$ cat config.mk
export PLATFORM = sky130hd
export DESIGN_NAME = round_robin_task_scheduler
export DESIGN_NICKNAME = d
export VERILOG_FILES = /design/src/design/rrts_pkg.sv /design/src/design/round_robin_task_scheduler.sv /design/src/design/rrts_ram.sv /design/src/design/rrts_dp.sv /design/src/design/rrts_ctrl.sv
export SDC_FILE = /design/constraint.sdc
export NUM_CORES = 1
export LEC_CHECK = 0
export BUFFER_PORTS_ARGS = -buffer_cell sky130_fd_sc_hd__buf_4
export CELL_PAD_IN_SITES_DETAIL_PLACEMENT = 0
export CELL_PAD_IN_SITES_GLOBAL_PLACEMENT = 1
export CORE_MARGIN = 4
export CORE_UTILIZATION = 45
export DETAILED_ROUTE_END_ITERATION = 10
export PLACE_DENSITY = 0.73
export SYNTH_ARGS = -nofsm -noshare
export SYNTH_HDL_FRONTEND = slang
export SYNTH_SLANG_ARGS = --single-unit
$ cat constraint.sdc
create_clock -name clk_i -period 9.6 [get_ports clk_i]
set_input_delay 1.92 -clock clk_i [delete_from_list [all_inputs] [get_ports clk_i]]
set_output_delay 1.92 -clock clk_i [all_outputs]
set_load 0.05 [all_outputs]
$ cat src/design/rrts_pkg.sv
// Package with types, codes and constants for the round-robin task scheduler.
`default_nettype none
package rrts_pkg;

  localparam int NUM_TASKS = 16;
  localparam int TID_W = 4;
  localparam int CNT_W = $clog2(NUM_TASKS + 1);
  localparam int ST_W = 3;

  localparam logic [2:0] OP_CREATE = 3'd0;
  localparam logic [2:0] OP_SCHEDULE = 3'd1;
  localparam logic [2:0] OP_BLOCK = 3'd2;
  localparam logic [2:0] OP_UNBLOCK = 3'd3;
  localparam logic [2:0] OP_YIELD = 3'd4;
  localparam logic [2:0] OP_EXIT = 3'd5;

  localparam logic [ST_W-1:0] ST_RUNNING = 3'd0;
  localparam logic [ST_W-1:0] ST_READY = 3'd1;
  localparam logic [ST_W-1:0] ST_BLOCKED = 3'd2;
  localparam logic [ST_W-1:0] ST_WAITING = 3'd3;
  localparam logic [ST_W-1:0] ST_HANGING = 3'd4;
  localparam logic [ST_W-1:0] ST_DEAD = 3'd5;

  localparam logic [1:0] ERR_OK = 2'd0;
  localparam logic [1:0] ERR_BAD = 2'd1;
  localparam logic [1:0] ERR_NORUN = 2'd2;

  localparam logic [1:0] KIND_MAX = 2'd2;

  typedef struct packed {
    logic [2:0]       operation;
    logic [TID_W-1:0] task_id;
    logic [1:0]       block_kind;
    logic             reschedule;
    logic             start_running;
  } req_t;

  typedef struct packed {
    logic [TID_W-1:0] running_task;
    logic             switched;
    logic [1:0]       error;
  } res_t;

  typedef enum logic [1:0] {
    SEL_T,
    SEL_CUR,
    SEL_IDLE,
    SEL_HEAD
  } sel_e;

  typedef enum logic [1:0] {
    WD_READY,
    WD_RUNNING,
    WD_DEAD,
    WD_KIND
  } wd_e;

  typedef struct packed {
    logic latch;
    sel_e sel;
    logic st_wr;
    wd_e  wd;
    logic append;
    logic push;
    logic unlink;
    logic pop;
    logic set_cur;
    logic err_bad;
    logic err_norun;
    logic res_valid;
  } ctl_cmd_t;

  typedef struct packed {
    logic [2:0]      op;
    logic [ST_W-1:0] st;
    logic            start_running;
    logic            reschedule;
    logic            kind_ok;
    logic            tid_ok;
    logic            cnt_zero;
  } dp_stat_t;

endpackage
`default_nettype wire

$ cat src/design/round_robin_task_scheduler.sv
// Top level of the round-robin task scheduler.
// An item is taken when start is high and busy is low; its result strobes on
// res_valid_o at the end of the controller's walk over the status and link
// RAMs (one registered read per step). A new item is taken the cycle after
// the strobe. The receiver cannot stall. Reset marks every slot dead, clears
// queue, current task and idle task, and needs no clearing pass.
`default_nettype none
module round_robin_task_scheduler
  import rrts_pkg::*;
(
  input  wire logic             clk_i,
  input  wire logic             rst_ni,
  input  wire logic             start,
  output logic                  busy,
  input  wire req_t             req_i,
  output logic                  res_valid_o,
  output res_t                  res_o,
  input  wire logic             cfg_valid_i,
  output logic                  cfg_ready_o,
  input  wire logic [TID_W-1:0] cfg_data_i
);

  ctl_cmd_t cmd;
  dp_stat_t stat;

  assign cfg_ready_o = 1'b1;
  assign res_valid_o = cmd.res_valid;

  rrts_ctrl u_ctrl (
    .clk_i  (clk_i),
    .rst_ni (rst_ni),
    .start  (start),
    .busy   (busy),
    .stat_i (stat),
    .cmd_o  (cmd)
  );

  rrts_dp u_dp (
    .clk_i      (clk_i),
    .rst_ni     (rst_ni),
    .req_i      (req_i),
    .cfg_we_i   (cfg_valid_i),
    .cfg_data_i (cfg_data_i),
    .cmd_i      (cmd),
    .stat_o     (stat),
    .res_o      (res_o)
  );

endmodule
`default_nettype wire

$ cat src/design/rrts_ram.sv
// Generic single-write, single-read RAM with registered read data.
`default_nettype none
module rrts_ram #(
  parameter int W = 8,
  parameter int D = 16,
  localparam int AW = $clog2(D)
) (
  input  wire logic          clk_i,
  input  wire logic          we_i,
  input  wire logic [AW-1:0] waddr_i,
  input  wire logic [W-1:0]  wdata_i,
  input  wire logic [AW-1:0] raddr_i,
  output logic      [W-1:0]  rdata_o
);

  logic [W-1:0] mem_q [D];

  always_ff @(posedge clk_i) begin
    if (we_i) begin
      mem_q[waddr_i] <= wdata_i;
    end
    rdata_o <= mem_q[raddr_i];
  end

endmodule
`default_nettype wire

$ cat src/design/rrts_dp.sv
// Datapath of the task scheduler: status and link memories, queue registers, result.
`default_nettype none
module rrts_dp
  import rrts_pkg::*;
(
  input  wire logic       clk_i,
  input  wire logic       rst_ni,
  input  wire req_t       req_i,
  input  wire logic       cfg_we_i,
  input  wire logic [TID_W-1:0] cfg_data_i,
  input  wire ctl_cmd_t   cmd_i,
  output dp_stat_t        stat_o,
  output res_t            res_o
);

  req_t             req_q;
  logic [TID_W-1:0] cur_q, cur_d;
  logic [TID_W-1:0] head_q, head_d;
  logic [TID_W-1:0] tail_q, tail_d;
  logic [CNT_W-1:0] cnt_q, cnt_d;
  logic [TID_W-1:0] idle_q;
  logic [1:0]       err_q;
  logic             sw_q;
  logic [NUM_TASKS-1:0] stv_q;
  logic             stv_rd_q;

  logic [TID_W-1:0] idx;
  logic [ST_W-1:0]  st_wdata;
  logic [ST_W-1:0]  st_rd;
  logic [TID_W-1:0] nxt_rd;
  logic [TID_W-1:0] prv_rd;
  logic             nxt_we, prv_we;
  logic [TID_W-1:0] nxt_waddr, nxt_wdata, prv_waddr, prv_wdata;
  logic             cnt_zero, cnt_one, ul_mid;

  always_comb begin
    case (cmd_i.sel)
      SEL_T:    idx = req_q.task_id;
      SEL_CUR:  idx = cur_q;
      SEL_IDLE: idx = idle_q;
      SEL_HEAD: idx = head_q;
      default:  idx = req_q.task_id;
    endcase
  end

  always_comb begin
    case (cmd_i.wd)
      WD_READY:   st_wdata = ST_READY;
      WD_RUNNING: st_wdata = ST_RUNNING;
      WD_DEAD:    st_wdata = ST_DEAD;
      WD_KIND:    st_wdata = ST_BLOCKED + {1'b0, req_q.block_kind};
      default:    st_wdata = ST_DEAD;
    endcase
  end

  assign cnt_zero = (cnt_q == '0);
  assign cnt_one  = (cnt_q == CNT_W'(1));
  assign ul_mid   = !cnt_zero && !cnt_one && (idx != head_q) && (idx != tail_q);

  always_comb begin
    nxt_we    = 1'b0;
    nxt_waddr = tail_q;
    nxt_wdata = idx;
    prv_we    = 1'b0;
    prv_waddr = idx;
    prv_wdata = tail_q;
    if (cmd_i.append && !cnt_zero) begin
      nxt_we    = 1'b1;
      nxt_waddr = tail_q;
      nxt_wdata = idx;
      prv_we    = 1'b1;
      prv_waddr = idx;
      prv_wdata = tail_q;
    end else if (cmd_i.push && !cnt_zero) begin
      nxt_we    = 1'b1;
      nxt_waddr = idx;
      nxt_wdata = head_q;
      prv_we    = 1'b1;
      prv_waddr = head_q;
      prv_wdata = idx;
    end else if (cmd_i.unlink && ul_mid) begin
      nxt_we    = 1'b1;
      nxt_waddr = prv_rd;
      nxt_wdata = nxt_rd;
      prv_we    = 1'b1;
      prv_waddr = nxt_rd;
      prv_wdata = prv_rd;
    end
  end

  rrts_ram #(.W(ST_W), .D(NUM_TASKS)) u_status (
    .clk_i   (clk_i),
    .we_i    (cmd_i.st_wr),
    .waddr_i (idx),
    .wdata_i (st_wdata),
    .raddr_i (idx),
    .rdata_o (st_rd)
  );

  rrts_ram #(.W(TID_W), .D(NUM_TASKS)) u_next (
    .clk_i   (clk_i),
    .we_i    (nxt_we),
    .waddr_i (nxt_waddr),
    .wdata_i (nxt_wdata),
    .raddr_i (idx),
    .rdata_o (nxt_rd)
  );

  rrts_ram #(.W(TID_W), .D(NUM_TASKS)) u_prev (
    .clk_i   (clk_i),
    .we_i    (prv_we),
    .waddr_i (prv_waddr),
    .wdata_i (prv_wdata),
    .raddr_i (idx),
    .rdata_o (prv_rd)
  );

  always_comb begin
    cur_d  = cur_q;
    head_d = head_q;
    tail_d = tail_q;
    cnt_d  = cnt_q;
    if (cmd_i.set_cur) begin
      cur_d = idx;
    end
    if (cmd_i.append) begin
      if (cnt_zero) begin
        head_d = idx;
      end
      tail_d = idx;
      cnt_d  = cnt_q + CNT_W'(1);
    end else if (cmd_i.push) begin
      if (cnt_zero) begin
        tail_d = idx;
      end
      head_d = idx;
      cnt_d  = cnt_q + CNT_W'(1);
    end else if (cmd_i.pop) begin
      cnt_d = cnt_q - CNT_W'(1);
      if (!cnt_one) begin
        head_d = nxt_rd;
      end
    end else if (cmd_i.unlink && !cnt_zero) begin
      cnt_d = cnt_q - CNT_W'(1);
      if (!cnt_one) begin
        if (idx == head_q) begin
          head_d = nxt_rd;
        end else if (idx == tail_q) begin
          tail_d = prv_rd;
        end
      end
    end
  end

  always_ff @(posedge clk_i or negedge rst_ni) begin
    if (!rst_ni) begin
      cur_q    <= '0;
      head_q   <= '0;
      tail_q   <= '0;
      cnt_q    <= '0;
      idle_q   <= '0;
      stv_q    <= '0;
      stv_rd_q <= 1'b0;
    end else begin
      cur_q    <= cur_d;
      head_q   <= head_d;
      tail_q   <= tail_d;
      cnt_q    <= cnt_d;
      stv_rd_q <= stv_q[idx];
      if (cmd_i.st_wr) begin
        stv_q[idx] <= 1'b1;
      end
      if (cfg_we_i) begin
        idle_q <= cfg_data_i;
      end
    end
  end

  always_ff @(posedge clk_i) begin
    if (cmd_i.latch) begin
      req_q <= req_i;
      err_q <= ERR_OK;
      sw_q  <= 1'b0;
    end else begin
      if (cmd_i.err_bad) begin
        err_q <= ERR_BAD;
      end else if (cmd_i.err_norun) begin
        err_q <= ERR_NORUN;
      end
      if (cmd_i.pop) begin
        sw_q <= 1'b1;
      end
    end
  end

  always_comb begin
    stat_o.op            = req_q.operation;
    stat_o.st            = stv_rd_q ? st_rd : ST_DEAD;
    stat_o.start_running = req_q.start_running;
    stat_o.reschedule    = req_q.reschedule;
    stat_o.kind_ok       = (req_q.block_kind <= KIND_MAX);
    stat_o.tid_ok        = (32'(req_q.task_id) < NUM_TASKS);
    stat_o.cnt_zero      = cnt_zero;
  end

  assign res_o.running_task = cur_q;
  assign res_o.switched     = sw_q;
  assign res_o.error        = err_q;

endmodule
`default_nettype wire

$ cat src/design/rrts_ctrl.sv
// Controller state machine that sequences each scheduler operation over the datapath.
`default_nettype none
module rrts_ctrl
  import rrts_pkg::*;
(
  input  wire logic     clk_i,
  input  wire logic     rst_ni,
  input  wire logic     start,
  output logic          busy,
  input  wire dp_stat_t stat_i,
  output ctl_cmd_t      cmd_o
);

  localparam logic [3:0] S_IDLE     = 4'd0;
  localparam logic [3:0] S_DEC      = 4'd1;
  localparam logic [3:0] S_CHK      = 4'd2;
  localparam logic [3:0] S_CR_CHK   = 4'd3;
  localparam logic [3:0] S_UNLINK   = 4'd4;
  localparam logic [3:0] S_SCH      = 4'd5;
  localparam logic [3:0] S_SCH_CHK  = 4'd6;
  localparam logic [3:0] S_SCH_Q    = 4'd7;
  localparam logic [3:0] S_IDLE_CHK = 4'd8;
  localparam logic [3:0] S_POP_RD   = 4'd9;
  localparam logic [3:0] S_POP      = 4'd10;
  localparam logic [3:0] S_DONE     = 4'd11;

  logic [3:0] state_q, state_d;
  logic       st_blk;

  assign st_blk = (stat_i.st == ST_BLOCKED) || (stat_i.st == ST_WAITING) ||
                  (stat_i.st == ST_HANGING);
  assign busy = (state_q != S_IDLE);

  always_comb begin
    state_d = state_q;
    cmd_o   = '0;
    cmd_o.sel = SEL_T;
    cmd_o.wd  = WD_READY;
    case (state_q)
      S_IDLE: begin
        if (start) begin
          cmd_o.latch = 1'b1;
          state_d = S_DEC;
        end
      end
      S_DEC: begin
        case (stat_i.op)
          OP_CREATE, OP_UNBLOCK, OP_EXIT: begin
            cmd_o.sel = SEL_T;
            state_d = S_CHK;
          end
          OP_SCHEDULE: begin
            cmd_o.sel = SEL_CUR;
            state_d = S_SCH_CHK;
          end
          OP_BLOCK: begin
            cmd_o.sel = SEL_CUR;
            if (stat_i.kind_ok) begin
              state_d = S_CHK;
            end else begin
              cmd_o.err_bad = 1'b1;
              state_d = S_DONE;
            end
          end
          OP_YIELD: begin
            cmd_o.sel = SEL_CUR;
            state_d = S_CHK;
          end
          default: begin
            cmd_o.err_bad = 1'b1;
            state_d = S_DONE;
          end
        endcase
      end
      S_CHK: begin
        state_d = S_DONE;
        case (stat_i.op)
          OP_CREATE: begin
            if (!stat_i.tid_ok || stat_i.st != ST_DEAD) begin
              cmd_o.err_bad = 1'b1;
            end else if (stat_i.start_running) begin
              cmd_o.sel = SEL_CUR;
              state_d = S_CR_CHK;
            end else begin
              cmd_o.sel    = SEL_T;
              cmd_o.st_wr  = 1'b1;
              cmd_o.wd     = WD_READY;
              cmd_o.append = 1'b1;
            end
          end
          OP_BLOCK: begin
            cmd_o.sel = SEL_CUR;
            if (stat_i.st != ST_RUNNING) begin
              cmd_o.err_bad = 1'b1;
            end else begin
              cmd_o.st_wr = 1'b1;
              cmd_o.wd    = WD_KIND;
              state_d = S_SCH;
            end
          end
          OP_UNBLOCK: begin
            cmd_o.sel = SEL_T;
            if (!stat_i.tid_ok) begin
              cmd_o.err_bad = 1'b1;
            end else if (st_blk) begin
              cmd_o.st_wr = 1'b1;
              cmd_o.wd    = WD_READY;
              cmd_o.push  = 1'b1;
            end else if (stat_i.st != ST_READY) begin
              cmd_o.err_bad = 1'b1;
            end
          end
          OP_YIELD: begin
            cmd_o.sel = SEL_CUR;
            if (stat_i.st != ST_RUNNING) begin
              cmd_o.err_bad = 1'b1;
            end else begin
              cmd_o.st_wr  = 1'b1;
              cmd_o.wd     = WD_READY;
              cmd_o.append = 1'b1;
              state_d = S_SCH;
            end
          end
          OP_EXIT: begin
            cmd_o.sel = SEL_T;
            if (!stat_i.tid_ok || stat_i.st == ST_DEAD) begin
              cmd_o.err_bad = 1'b1;
            end else if (stat_i.st == ST_READY) begin
              state_d = S_UNLINK;
            end else begin
              cmd_o.st_wr = 1'b1;
              cmd_o.wd    = WD_DEAD;
              state_d = stat_i.reschedule ? S_SCH : S_DONE;
            end
          end
          default: begin
            cmd_o.err_bad = 1'b1;
          end
        endcase
      end
      S_CR_CHK: begin
        state_d = S_DONE;
        cmd_o.sel = SEL_T;
        if (stat_i.st == ST_RUNNING) begin
          cmd_o.err_bad = 1'b1;
        end else begin
          cmd_o.st_wr   = 1'b1;
          cmd_o.wd      = WD_RUNNING;
          cmd_o.set_cur = 1'b1;
        end
      end
      S_UNLINK: begin
        cmd_o.sel    = SEL_T;
        cmd_o.unlink = 1'b1;
        cmd_o.st_wr  = 1'b1;
        cmd_o.wd     = WD_DEAD;
        state_d = stat_i.reschedule ? S_SCH : S_DONE;
      end
      S_SCH: begin
        cmd_o.sel = SEL_CUR;
        state_d = S_SCH_CHK;
      end
      S_SCH_CHK: begin
        cmd_o.sel = SEL_CUR;
        if (stat_i.st == ST_RUNNING) begin
          cmd_o.st_wr  = 1'b1;
          cmd_o.wd     = WD_READY;
          cmd_o.append = 1'b1;
        end
        state_d = S_SCH_Q;
      end
      S_SCH_Q: begin
        if (stat_i.cnt_zero) begin
          cmd_o.sel = SEL_IDLE;
          state_d = S_IDLE_CHK;
        end else begin
          cmd_o.sel = SEL_HEAD;
          state_d = S_POP;
        end
      end
      S_IDLE_CHK: begin
        cmd_o.sel = SEL_IDLE;
        if (st_blk) begin
          cmd_o.st_wr = 1'b1;
          cmd_o.wd    = WD_READY;
          cmd_o.push  = 1'b1;
          state_d = S_POP_RD;
        end else begin
          cmd_o.err_norun = 1'b1;
          state_d = S_DONE;
        end
      end
      S_POP_RD: begin
        cmd_o.sel = SEL_HEAD;
        state_d = S_POP;
      end
      S_POP: begin
        cmd_o.sel     = SEL_HEAD;
        cmd_o.st_wr   = 1'b1;
        cmd_o.wd      = WD_RUNNING;
        cmd_o.set_cur = 1'b1;
        cmd_o.pop     = 1'b1;
        state_d = S_DONE;
      end
      S_DONE: begin
        cmd_o.res_valid = 1'b1;
        state_d = S_IDLE;
      end
      default: begin
        state_d = S_IDLE;
      end
    endcase
  end

  always_ff @(posedge clk_i or negedge rst_ni) begin
    if (!rst_ni) begin
      state_q <= S_IDLE;
    end else begin
      state_q <= state_d;
    end
  end

endmodule
`default_nettype wire

# Word level (Yosys, flattened, before mapping)
# Memory sizes are Yosys's and may differ from the RTL's. A register that Yosys moved wholly into a read port is not among the register bits.
# Index checks and enable logic that the tools add are counted.
[word_totals]
ramBits = 176
mem_count = 3
wordCells = 194
input_bits = 19
regBits = 56
[op_classes]
n_mux = 93
n_lt_le_gt_ge = 3
n_bitwise = 1
n_reduce_logical = 35
n_eq_ne = 40
n_addsub = 3
[memory_table]
columns = ["name", "depth", "word_bits", "read_ports", "rd_clocked_by_memory_dff", "wr", "line", "rtl"]
rows = [
  ["u_dp.u_next.mem_q", 16, 4, 1, 1, 1, "rrts_ram.sv:16", "logic [W-1:0] mem_q [D];"],
  ["u_dp.u_prev.mem_q", 16, 4, 1, 1, 1, "rrts_ram.sv:16", ""],
  ["u_dp.u_status.mem_q", 16, 3, 1, 1, 1, "rrts_ram.sv:16", ""],
]
[op_table]
columns = ["op", "n"]
rows = [
  ["4-bit 2-to-1 mux", 32],
  ["4-bit one-hot mux with 10 select lines", 1],
  ["1-bit 2-to-1 mux", 31],
  ["5-bit one-hot mux with 5 select lines", 1],
  ["4-bit one-hot mux with 3 select lines", 2],
  ["5-bit 2-to-1 mux", 4],
  ["3-bit 2-to-1 mux", 6],
  ["3-bit one-hot mux with 6 select lines", 1],
  ["4-bit by 3-bit equality test with 1-bit output (second input constant)", 4],
  ["4-bit equality test (second input constant)", 4],
  ["16-bit bitwise OR", 1],
  ["4-bit one-hot mux with 4 select lines", 1],
  ["3-bit by 2-bit equality test with 1-bit output (second input constant)", 4],
  ["3-bit equality test (second input constant)", 4],
  ["3-bit by 1-bit != test with 1-bit output (second input constant)", 4],
  ["2-bit one-hot mux with 6 select lines", 1],
  ["3-bit one-hot mux with 4 select lines", 1],
  ["4-bit nonzero test", 3],
  ["1-bit one-hot mux with 2 select lines", 5],
  ["2-bit OR reduction", 5],
  ["3-bit nonzero test", 3],
  ["2-bit equality test (second input constant)", 4],
  ["4-bit by 2-bit equality test with 1-bit output (second input constant)", 2],
  ["4-bit equality test", 2],
  ["33 further kinds", 49],
]

# Depth between registers and ports, before layout
# Gate-level depths: netlist of run 1.
[logic_depth]
depth_word = 18
depth_mapped = 14
ltp_nobuf = 12

# Modules after synthesis
# Synthesis of run 1 repeated with hierarchy kept, for this count alone.
[hier_totals]
cells_unflattened = 755
area_unflattened_um2 = 11134.4
[by_module_without_submodules]
columns = ["module", "area_each_um2", "seq_area_each_um2", "cells_per_inst", "instances"]
rows = [
  ["rrts_ram (u_dp.u_next ...)", 2666.3, 2001.9, 130, 2],
  ["rrts_dp", 2936.6, 1341.3, 265, 1],
  ["rrts_ram (u_dp.u_status)", 2011.9, 1501.4, 103, 1],
  ["rrts_ctrl", 842.1, 100.1, 125, 1],
  ["round_robin_task_scheduler", 11.3, 0.0, 2, 1],
]

# Worst setup path after synthesis of run 1
# OpenSTA, ideal clock, no wires.
[synth_path]
kind = "register to register"
startpoint = "register u_dp.cnt_q[0]"
endpoint = "memory u_dp.u_next.mem_q[13][0] in the netlist's numbering, enable pin"
path_stages_with_launch = 13
path_buffers = 1
t_arrival_ps = 3666
setup_time_ps = 390
synth_period_minus_slack_ps = 4056
path_slack_ps = 5544
path_cell_list = "dfrtp_1 -> inv_1 -> ha_1 -> nor4b_4 -> o221ai_2 -> a31o_4 -> o221ai_2 -> mux2i_1 -> o2111ai_1 -> o21a_4 -> buf_6 -> nand4b_2 -> a2111oi_0"
[synth_via]
elab_chain_cells = 14
elab_cells_between_ends = 27
cone_classes = "6 x eq/ne; 11 x mux; 10 x reduce/logical"
[synth_lines]
columns = ["item", "line", "rtl"]
rows = [
  ["from (decl)", "rrts_dp.sv:20", "logic [CNT_W-1:0] cnt_q, cnt_d;"],
  ["from (signal assigned)", "rrts_dp.sv:168", "cnt_q <= cnt_d;"],
  ["5-bit logical NOT", "rrts_dp.sv:56", "assign cnt_zero = (cnt_q == '0);"],
  ["1-bit 2-to-1 mux", "rrts_ctrl.sv:173", "if (stat_i.cnt_zero) begin"],
  ["2-bit one-hot mux with 6 select lines", "rrts_ctrl.sv:39", "case (state_q)"],
  ["2-bit equality test, or another cell as far along", "rrts_dp.sv:37", "case (cmd_i.sel)"],
  ["4-bit one-hot mux with 4 select lines", "rrts_dp.sv:37", ""],
  ["4-bit != test", "rrts_dp.sv:58", "assign ul_mid = !cnt_zero && !cnt_one && (idx != head_q) && (idx != tail_q);"],
  ["1-bit logical AND (2 in series)", "rrts_dp.sv:58", ""],
  ["1-bit logical AND", "rrts_dp.sv:81", "end else if (cmd_i.unlink && ul_mid) begin"],
  ["1-bit 2-to-1 mux", "rrts_dp.sv:81", ""],
  ["1-bit 2-to-1 mux", "rrts_dp.sv:74", "end else if (cmd_i.push && !cnt_zero) begin"],
  ["1-bit 2-to-1 mux", "rrts_dp.sv:67", "if (cmd_i.append && !cnt_zero) begin"],
  ["1-bit 2-to-1 mux", "rrts_ram.sv:19", "if (we_i) begin"],
  ["1-bit 2-to-1 mux (implied by the code)", "rrts_ram.sv:20", "mem_q[waddr_i] <= wdata_i;"],
  ["to (decl)", "rrts_ram.sv:16", ""],
]
# Parallel ways exist; a longest one is shown, timed or not.

# Worst setup path in the final report of run 1
[layout_path]
startpoint = "register u_ctrl.state_q[1]"
endpoint = "memory u_dp.u_prev.mem_q[5][0] in the netlist's numbering, enable pin"
[layout_via]
elab_chain_cells = 14
elab_cells_between_ends = 35
cone_classes = "14 x eq/ne; 13 x mux; 8 x reduce/logical"
[layout_lines]
columns = ["item", "line", "rtl"]
rows = [
  ["from (decl)", "rrts_ctrl.sv:27", "logic [3:0] state_q, state_d;"],
  ["from (signal assigned)", "rrts_ctrl.sv:219", "state_q <= state_d;"],
  ["4-bit equality test or 4-bit by 3-bit equality test with 1-bit output (tied branches)", "rrts_ctrl.sv:39", ""],
  ["2-bit OR reduction (no source line)", "n/a", ""],
  ["2-bit one-hot mux with 6 select lines", "rrts_ctrl.sv:39", ""],
  ["2-bit equality test, or another cell as far along", "rrts_dp.sv:37", ""],
  ["4-bit one-hot mux with 4 select lines", "rrts_dp.sv:37", ""],
  ["4-bit != test", "rrts_dp.sv:58", ""],
  ["1-bit logical AND (2 in series)", "rrts_dp.sv:58", ""],
  ["1-bit logical AND", "rrts_dp.sv:81", ""],
  ["1-bit 2-to-1 mux", "rrts_dp.sv:81", ""],
  ["1-bit 2-to-1 mux", "rrts_dp.sv:74", ""],
  ["1-bit 2-to-1 mux", "rrts_dp.sv:67", ""],
  ["1-bit 2-to-1 mux", "rrts_ram.sv:19", ""],
  ["1-bit 2-to-1 mux (implied by the code)", "rrts_ram.sv:20", ""],
  ["to (decl)", "rrts_ram.sv:16", ""],
]
# Parallel ways exist; a longest one is shown, timed or not.

==> results of run 1 <==
layer usage:
metal / track usage, % / up-vias / routed length [um]
met5: 0 / - / 0
met1: 24.40 / 3489 / 11510
met2: 28.96 / 179 / 12110
met4: 4.165 / 0 / 560
met3: 2.888 / 44 / 1185
li1: - / 3449 / -
worst max-delay path, delay by kind of cell, from the launching register on:
family / cells / cell delay (ns)
compound gates: 7 / 2.89
flops: 1 / 0.78
simple gates: 2 / 1.33
buf+inv: 1 / 0.25
cell type report:
cell class / count / area, um2
Inverter: 33 / 126.4
Clock buffer: 34 / 679.4
Fill cell: 2172 / 12370
Sequential cell: 243 / 6947
Clock inverter: 12 / 141.4
Timing Repair Buffer: 38 / 285.3
Tap cell: 330 / 412.9
Multi-Input combinational cell: 564 / 4442
cells in the final DEF (no fill, tap or decap), types with 5 or more instances in the layout:
cell,Yosys,final
sky130_fd_sc_hd__mux2i_1,191,191
sky130_fd_sc_hd__edfxtp_1,187,187
sky130_fd_sc_hd__nor2_1,54,54
sky130_fd_sc_hd__nand2_1,45,44
sky130_fd_sc_hd__dfrtp_1,42,42
sky130_fd_sc_hd__buf_4,3,38
sky130_fd_sc_hd__a21oi_1,33,33
sky130_fd_sc_hd__inv_1,28,28
sky130_fd_sc_hd__clkbuf_16,0,25
sky130_fd_sc_hd__o21ai_0,19,19
sky130_fd_sc_hd__nand3_1,17,17
sky130_fd_sc_hd__o211ai_1,16,16
sky130_fd_sc_hd__o21bai_1,16,16
sky130_fd_sc_hd__dfxtp_1,14,14
sky130_fd_sc_hd__nor4_1,12,12
sky130_fd_sc_hd__nor3_1,10,10
sky130_fd_sc_hd__nand2b_1,8,8
sky130_fd_sc_hd__xnor2_1,7,7
sky130_fd_sc_hd__clkbuf_1,20,7
sky130_fd_sc_hd__nor2b_1,6,6
sky130_fd_sc_hd__a2111oi_1,6,6
sky130_fd_sc_hd__o21ai_1,6,5
sky130_fd_sc_hd__o31ai_1,5,5
sky130_fd_sc_hd__a211oi_1,5,5
cells by family after synthesis:
logic type | synth area share [%]
flops | 59.22
mux | 16.59
simple gates | 8.544
compound gates | 11.24
buf+inv | 3.125
xor+xnor | 0.8213
fa+ha+maj | 0.4267
other cells | 0.03197
cells in the mapped netlist (5+ instances only):
| cell | instances |
|---|---|
| sky130_fd_sc_hd__mux2i_1 | 191 |
| sky130_fd_sc_hd__edfxtp_1 | 187 |
| sky130_fd_sc_hd__nor2_1 | 54 |
| sky130_fd_sc_hd__nand2_1 | 45 |
| sky130_fd_sc_hd__dfrtp_1 | 42 |
| sky130_fd_sc_hd__a21oi_1 | 33 |
| sky130_fd_sc_hd__inv_1 | 28 |
| sky130_fd_sc_hd__clkbuf_1 | 20 |
| sky130_fd_sc_hd__o21ai_0 | 19 |
| sky130_fd_sc_hd__nand3_1 | 17 |
| sky130_fd_sc_hd__o211ai_1 | 16 |
| sky130_fd_sc_hd__o21bai_1 | 16 |
| sky130_fd_sc_hd__buf_2 | 15 |
| sky130_fd_sc_hd__dfxtp_1 | 14 |
| sky130_fd_sc_hd__nor4_1 | 12 |
| sky130_fd_sc_hd__nor3_1 | 10 |
| sky130_fd_sc_hd__buf_1 | 9 |
| sky130_fd_sc_hd__nand2b_1 | 8 |
| sky130_fd_sc_hd__xnor2_1 | 7 |
| sky130_fd_sc_hd__a2111oi_1 | 6 |
| sky130_fd_sc_hd__nor2b_1 | 6 |
| sky130_fd_sc_hd__o21ai_1 | 6 |
| sky130_fd_sc_hd__a211oi_1 | 5 |
| sky130_fd_sc_hd__and2_1 | 5 |
| sky130_fd_sc_hd__o221ai_1 | 5 |
| sky130_fd_sc_hd__o31ai_1 | 5 |
state kept, by name (all words and copies together), names as in the netlist, 5 cells and up:
| name | flops |
|---|---|
| u_dp.stat_o | 5 |
| u_dp.stv_q | 16 |
| u_dp.cnt_q | 5 |
| u_dp.u_next.mem_q | 64 |
| u_dp.u_status.mem_q | 48 |
| u_dp.u_prev.mem_q | 64 |
| u_dp.req_q | 6 |
through the flow:
step	utilization, %	cell area (um2)
after floorplan	-	11730
after global placement	48.08	12210
after detailed placement	48.08	12210
after CTS	51.32	13030
after global routing	51.32	13030
final	51.32	13030
worst min-delay path by stage:
stage / slack (ns) / endpoint / depth (start not counted)
5_1_grt: 0.48 / u_dp.stv_q[10] / 1
6_report: 0.47 / u_dp.stv_q[10] / 1
2_1_floorplan: 0.44 / u_dp.stv_q[10] / 1
4_1_cts: 0.48 / u_dp.stv_q[10] / 1
3_5_place_dp: 0.46 / u_dp.stv_q[12] / 1
3_3_place_gp: 0.46 / u_dp.stv_q[4] / 1
==> summary by stage, run 1 <==
Global routing
Summed over all layers, the global routing overflow is 0. The via count of the first global-routing pass is 7064. The maximum number of pins on one net before global-route repair is 63. Global routing used 17.50% of the available tracks. The initial antenna violation count came to 0. The wire length of the first global-routing pass is 39750 um.

Synth
In this run the cell area of the synthesized design comes to 0.01173 mm2. By area the synthesized netlist is led by sky130_fd_sc_hd__edfxtp_1 (48%), sky130_fd_sc_hd__mux2i_1 (16%), sky130_fd_sc_hd__dfrtp_1 (9.0%). The proportion of register bits with asynchronous set or reset after synthesis is 17.28%. The number of nets in the synthesized netlist is 913. The share of Yosys cell area claimed by the top area cell type is 47.87%. The per-instance average area after synthesis is 13.18 um2. The count of flip-flops with a built-in enable after synthesis is 187.

During synthesis, Yosys emitted a total of 0 warnings. The most instantiated flip-flop cell in the synthesis netlist is sky130_fd_sc_hd__edfxtp_1. The proportion of synthesized chip area in sequential cells is 59.22%.

The post-synthesis register bit count is 243. The count of mapped cells out of synthesis is 890. The biggest area contributor in the post-synthesis netlist is sky130_fd_sc_hd__edfxtp_1. Counting distinct cell types in the post-synthesis netlist gives 82.

Worst setup path
The timing endpoint of the critical path is u_dp.u_prev.mem_q[5][0]. In this run the worst path has a maximum fanout of 28. The arrival time at the worst endpoint is 5.82 ns. Among all stages on the critical path, the largest delay is contributed by sky130_fd_sc_hd__o311a_1.

The launching element type of the critical path is a flip-flop. For the worst setup path, the data required time is 9.77 ns. The critical path is of the reg -> reg type.

In this run the critical register-to-register path is captured at u_dp.u_prev.mem_q[5][0]. The worst register-to-register path has a setup slack of 3.95 ns. The worst setup path startpoint is u_ctrl.state_q[1].

For this run, the slowest stage of the critical path takes 0.91 ns. The endpoint class of the critical path is a flip-flop. Walking the worst path, the cells encountered are or4b_4, a311oi_4, a221oi_1, o211ai_1, o21ai_2, buf_4, o2111ai_1, o21a_4, o311a_1, nor4b_1.

In this run the critical register-to-register path is launched from u_ctrl.state_q[1]. The depth of the worst register-to-register path is 10.

Die
The region available for standard cell placement spans 0.02540 mm2. The starting density of the core is 46.18%. Measured along the y axis, the die boundary spans 169.5 um. Row generation in the floorplan step produced 58 rows.

The area of the die is 0.02871 mm2. The number of I/O pins is 29. The width of the die is 169.5 um.

Routing
The final wirelength is 25370 um. The residual antenna-violating net count after detailed routing is 0. The total iterations of the first detailed-routing run is 5.

The starting DRC count in detailed routing is 577. The via count is 7161. The number of remaining DRC errors is 0. After detailed routing, the average wire length per cell comes to 20.23 um. In the routed layout, each cell is associated on average with a via count of 5.711.

STA
Adding up every negative setup slack in the final design gives 0 ns. The number of max-slew violations in the final report came to 0. The number of failing setup endpoints in the final timing report is 0. The worst slew margin relative to its limit is 22.05%. Derived from the worst setup path, the maximum achievable clock frequency is 176.9 MHz.

Subtracting the final worst setup slack from the clock period gives 5.654 ns. In the post-route analysis, the smallest setup slack over all paths is 3.946 ns. Setup repair after global routing left no endpoint under its margin. On the final layout, the worst clock skew is 0.01484 ns. The slew at the pin closest to its max-slew limit is 1.165 ns.

The number of hold violations in the final report is 0. The final hold slack is 0.4750 ns. After layout, the worst path uses 58.90% of the clock period.

Min path
The hold path startpoint is u_dp.stv_q[10]. The path class of the tightest hold or removal check is reg -> reg.

Clocking
The post-CTS setup buffer count is 0. The tree is rooted in a sky130_fd_sc_hd__clkbuf_16. The clock tree from TritonCTS is yes. The sink count of the clock tree is 243.

The total CTS buffers is 25. The number of hold buffers added after CTS was 0. The source-to-sink clock delay at the later pin of the worst-skew pair is 0.54 ns.

The CTS clock-pin slew for the worst setup and hold paths is 0.06 ns. CTS built an H-tree with a depth of 1. Counting along the longest clock path gives a buffer depth of 3. The total of cells resized after clock tree synthesis is 0.

Placement
OpenSTA, run right after detailed placement, puts the worst setup slack at 3.995 ns. Once placement completed, the tool counted placed cells totaling 1208. The last weighted congestion value of the routability-driven placer is 0.8793. Detailed placement finished with a half-perimeter wire length of 16940 um. Port buffering added 27 buffers.

Layout
The number of antenna diodes in the final layout is 0. The synthesis-to-layout area growth is 11.12%. The non-filler instance count after layout is 1254. The post-route netlist has 12.01% of its cells at a drive strength greater than 1. The net count reported at finish is 928.

Outcome
The flow ran to the end, and the final reports show no timing, DRC or antenna violations.

Run
The number of max-capacitance violations reported is 0.
Power of run 1 is left out: the tool's default activity adds up to more than one toggle a clock period on the data nets, which glitch-free logic cannot reach.
==> run 2: changes to the inputs <==
Settings changed: ABC_AREA from default to 1, PLACE_DENSITY 0.73 to 0.75.
Clock period 9.6 ns to 5.9 ns, I/O delays scaled along.
==> summary by stage, run 2 <==
Outcome
The flow ran to the end, and the final reports show no timing, DRC or antenna violations.

Synth
The post-synthesis register bit count is 243. The most common cell in the synthesized netlist is sky130_fd_sc_hd__nand2_1. Yosys printed 0 warnings. The unique cell type count in the Yosys netlist is 45.

The mapped netlist covers 0.01060 mm2. The per-instance average area after synthesis is 10.88 um2. The share of Yosys cell area claimed by the top area cell type is 52.99%.

Counting flops with an async set or reset pin after synthesis yields a share of 17.28%. When the netlist entered floorplanning its net count stood at 997. Ranked by instance count, the synthesized netlist is headed by sky130_fd_sc_hd__nand2_1 (231), sky130_fd_sc_hd__edfxtp_1 (187), sky130_fd_sc_hd__nor2_1 (102). The count of mapped cells out of synthesis is 974.

Sequential elements use 65.55% of the synthesized area. The most area-hungry cell type in the Yosys netlist is sky130_fd_sc_hd__edfxtp_1. The count of flip-flops with a built-in enable after synthesis is 187. By area the synthesized netlist is led by sky130_fd_sc_hd__edfxtp_1 (53%), sky130_fd_sc_hd__dfrtp_1 (9.9%), sky130_fd_sc_hd__nand2_1 (8.2%). The most instantiated flip-flop cell in the synthesis netlist is sky130_fd_sc_hd__edfxtp_1.

Worst setup path
The worst setup path is captured at a flip-flop. At the worst endpoint, the required time is 6.09 ns. The launching element type of the critical path is a flip-flop.

STA puts the critical path data arrival time at 4.62 ns. Of all nets on the critical path, the largest fanout is 20. The classification of the worst setup path is reg -> reg.

Clocking
The number of clock buffers added by TritonCTS is 26. The source-to-sink clock delay at the later pin of the worst-skew pair is 0.53 ns. The CTS clock-pin slew for the worst setup and hold paths is 0.06 ns. The root buffer selected by CTS is sky130_fd_sc_hd__clkbuf_16. The post-CTS setup buffer count is 0. CTS built an H-tree with a depth of 1. The worst-case clock buffer depth is 3. The number of buffers added to fix hold violations after cts is 0. The sink count of the clock tree is 243.

The clock tree from TritonCTS is yes. The total of cells resized after clock tree synthesis is 0.

Run
The number of max-capacitance violations reported is 0.

Global routing
The via count of the first global-routing pass is 7146. The first global-routing pass estimated 39270 um of wire. The total routing resource utilization after global routing is 18.83%. The total overflow reported by the global router is 0. The initial antenna violation count is 0. The maximum number of pins on one net before global-route repair is 47.

STA
The final hold slack is 0.4583 ns. The number of max-slew violations in the final report is 0. The final sum of negative setup slack is 0 ns.

The timing-limited maximum frequency is 225.7 MHz. Setup violations remaining at the end of the flow were counted as 0. At the pin with the least slew margin, the transition time is 1.206 ns. The worst slew margin relative to its limit is 19.30%. The time the worst path needs with I/O delays and setup is 4.431 ns.

The final setup skew is 0.01886 ns. The share of the clock period used by the worst path is 75.11%. Once routing completed, OpenROAD measured the worst setup slack at 1.469 ns. Setup repair after global routing left no endpoint under its margin. The number of hold violations in the final report is 0.

Layout
Cells with a size suffix above 1 make up 12.45% of the layout. In the layout the commonest cells are sky130_fd_sc_hd__nand2_1 (231), sky130_fd_sc_hd__edfxtp_1 (187), sky130_fd_sc_hd__nor2_1 (100). The net count reported at finish is 1031. The largest registers in the layout are u_dp.u_next.mem_q: 64 flops, u_dp.u_prev.mem_q: 64 flops, u_dp.u_status.mem_q: 48 flops. Once layout is complete, the utilization of the core stands at 52.87%.

The area growth from synthesis to layout is 14.33%. The number of fill cells in the layout is 2049. The total inserted antenna cells is 0.

The leading cell type in the layout, fill and taps excluded is sky130_fd_sc_hd__nand2_1.

Placement
OpenSTA, run right after detailed placement, puts the worst setup slack at 1.518 ns. Once detailed placement completed, the half-perimeter wirelength came to 16470 um. The total of buffers placed on input and output ports is 27. At the end of routability-driven placement, the weighted congestion stood at 0.8584.

Routing
The first routing iteration left 590 violations. The detail route stage leaves a number of antenna-violating nets equal to 0. The mean number of vias per cell is 5.380. The first detailed-routing pass ran for 5 iterations. The final wirelength is 24540 um.

After detailed routing, the average wire length per cell comes to 18.30 um. The via count is 7214. The number of remaining DRC errors is 0.

Die
The core area is 0.02292 mm2. From bottom edge to top edge, the die measures 161.5 um. The floorplan step defined a die boundary enclosing 0.02607 mm2. The die is 161.5 um wide. After floorplanning, the core was divided into 55 placement rows. The number of I/O pins is 29. For this configuration, the core starts out at a cell density of 46.25%.

Min path
The min-delay analysis places its worst path in the category reg -> reg.
## run 2: cell count changes after synthesis, sizes merged, moves of 11 or more
cell	change
a21oi	-16
a22oi	+91
buf	-19
inv	+46
mux2i	-191
nand2	+200
nand3	+26
nand4	+29
nor2	+51
o211ai	-15
o21bai	-16
or2	+11
## run 2: stage by stage
stage | cell area [um2] | cells
floorplan | 10600 | 974
global placement | 11140 | 1293
detailed placement | 11140 | 1293
CTS | 12120 | 1341
global route | 12120 | 1341
finish | 12120 | 1341
## run 2: worst paths after layout
kind / startpoint / endpoint / slack [ns] / cells after the start
setup / recovery: u_ctrl.state_q[2] / u_dp.u_prev.mem_q[2][0] / 1.47 / 19
hold / removal: u_dp.stv_q[0] / u_dp.stv_q[0] / 0.46 / 2
setup reg to reg: u_ctrl.state_q[2] / u_dp.u_prev.mem_q[2][0] / 1.47 / 19
hold reg to reg: u_dp.stv_q[0] / u_dp.stv_q[0] / 0.46 / 2
max in group asynchronous: rst_ni / u_dp.stv_q[14] / 4.85 / 1
min in group asynchronous: rst_ni / u_dp.tail_q[2] / 0.65 / 1
## run 2: worst max-delay path, cell delays in order (launching register included)
cell                      delay, ns
sky130_fd_sc_hd__dfrtp_1       0.39
sky130_fd_sc_hd__inv_1         0.07
sky130_fd_sc_hd__nand2_1       0.11
sky130_fd_sc_hd__nor2_1        0.54
sky130_fd_sc_hd__nand2_2       0.23
sky130_fd_sc_hd__nand2_1       0.17
sky130_fd_sc_hd__nand3_1       0.11
sky130_fd_sc_hd__nand3_2       0.12
sky130_fd_sc_hd__nand2_2       0.15
sky130_fd_sc_hd__nand2_1       0.11
sky130_fd_sc_hd__nand2_1       0.05
sky130_fd_sc_hd__nor2_1        0.14
sky130_fd_sc_hd__nand2_2       0.18
sky130_fd_sc_hd__nand3_2       0.25
sky130_fd_sc_hd__nand2_1       0.11
sky130_fd_sc_hd__nand2_1       0.07
sky130_fd_sc_hd__nand2_1       0.05
sky130_fd_sc_hd__nand2_1       0.57
sky130_fd_sc_hd__nand3_1       0.30
sky130_fd_sc_hd__nor2_1        0.38
## run 2: cells by family after synthesis
group,Yosys count,share of synthesized area (%)
other,1,0.03539
multiplexers,4,0.4250
adder cells (fa/ha/maj),4,0.4723
AND/OR/NAND/NOR,445,18.49
XOR/XNOR,5,0.4133
flip-flops,243,65.55
buffers and inverters,113,4.286
AO/OA/AOI/OAI,159,10.33
## run 2: metal layers
metal | up-vias | global-route usage (%) | routed length [um]
li1 | 3506 | - | -
met1 | 3472 | 26.60 | 11120
met2 | 202 | 31.14 | 11590
met3 | 34 | 2.526 | 1378
met4 | 0 | 4.653 | 448
met5 | - | 0 | 0
## run 2: cell type report
class                           instances  area [um2]  area share, %
Inverter                               81       304.0          2.509
Sequential cell                       243        6947          57.33
Multi-Input combinational cell        618        3212          26.51
Tap cell                              313       391.6          3.232
Clock buffer                           35       735.7          6.072
Clock inverter                         13       241.5          1.993
Timing Repair Buffer                   38       285.3          2.354
Power of run 2 is left out for the same reason.
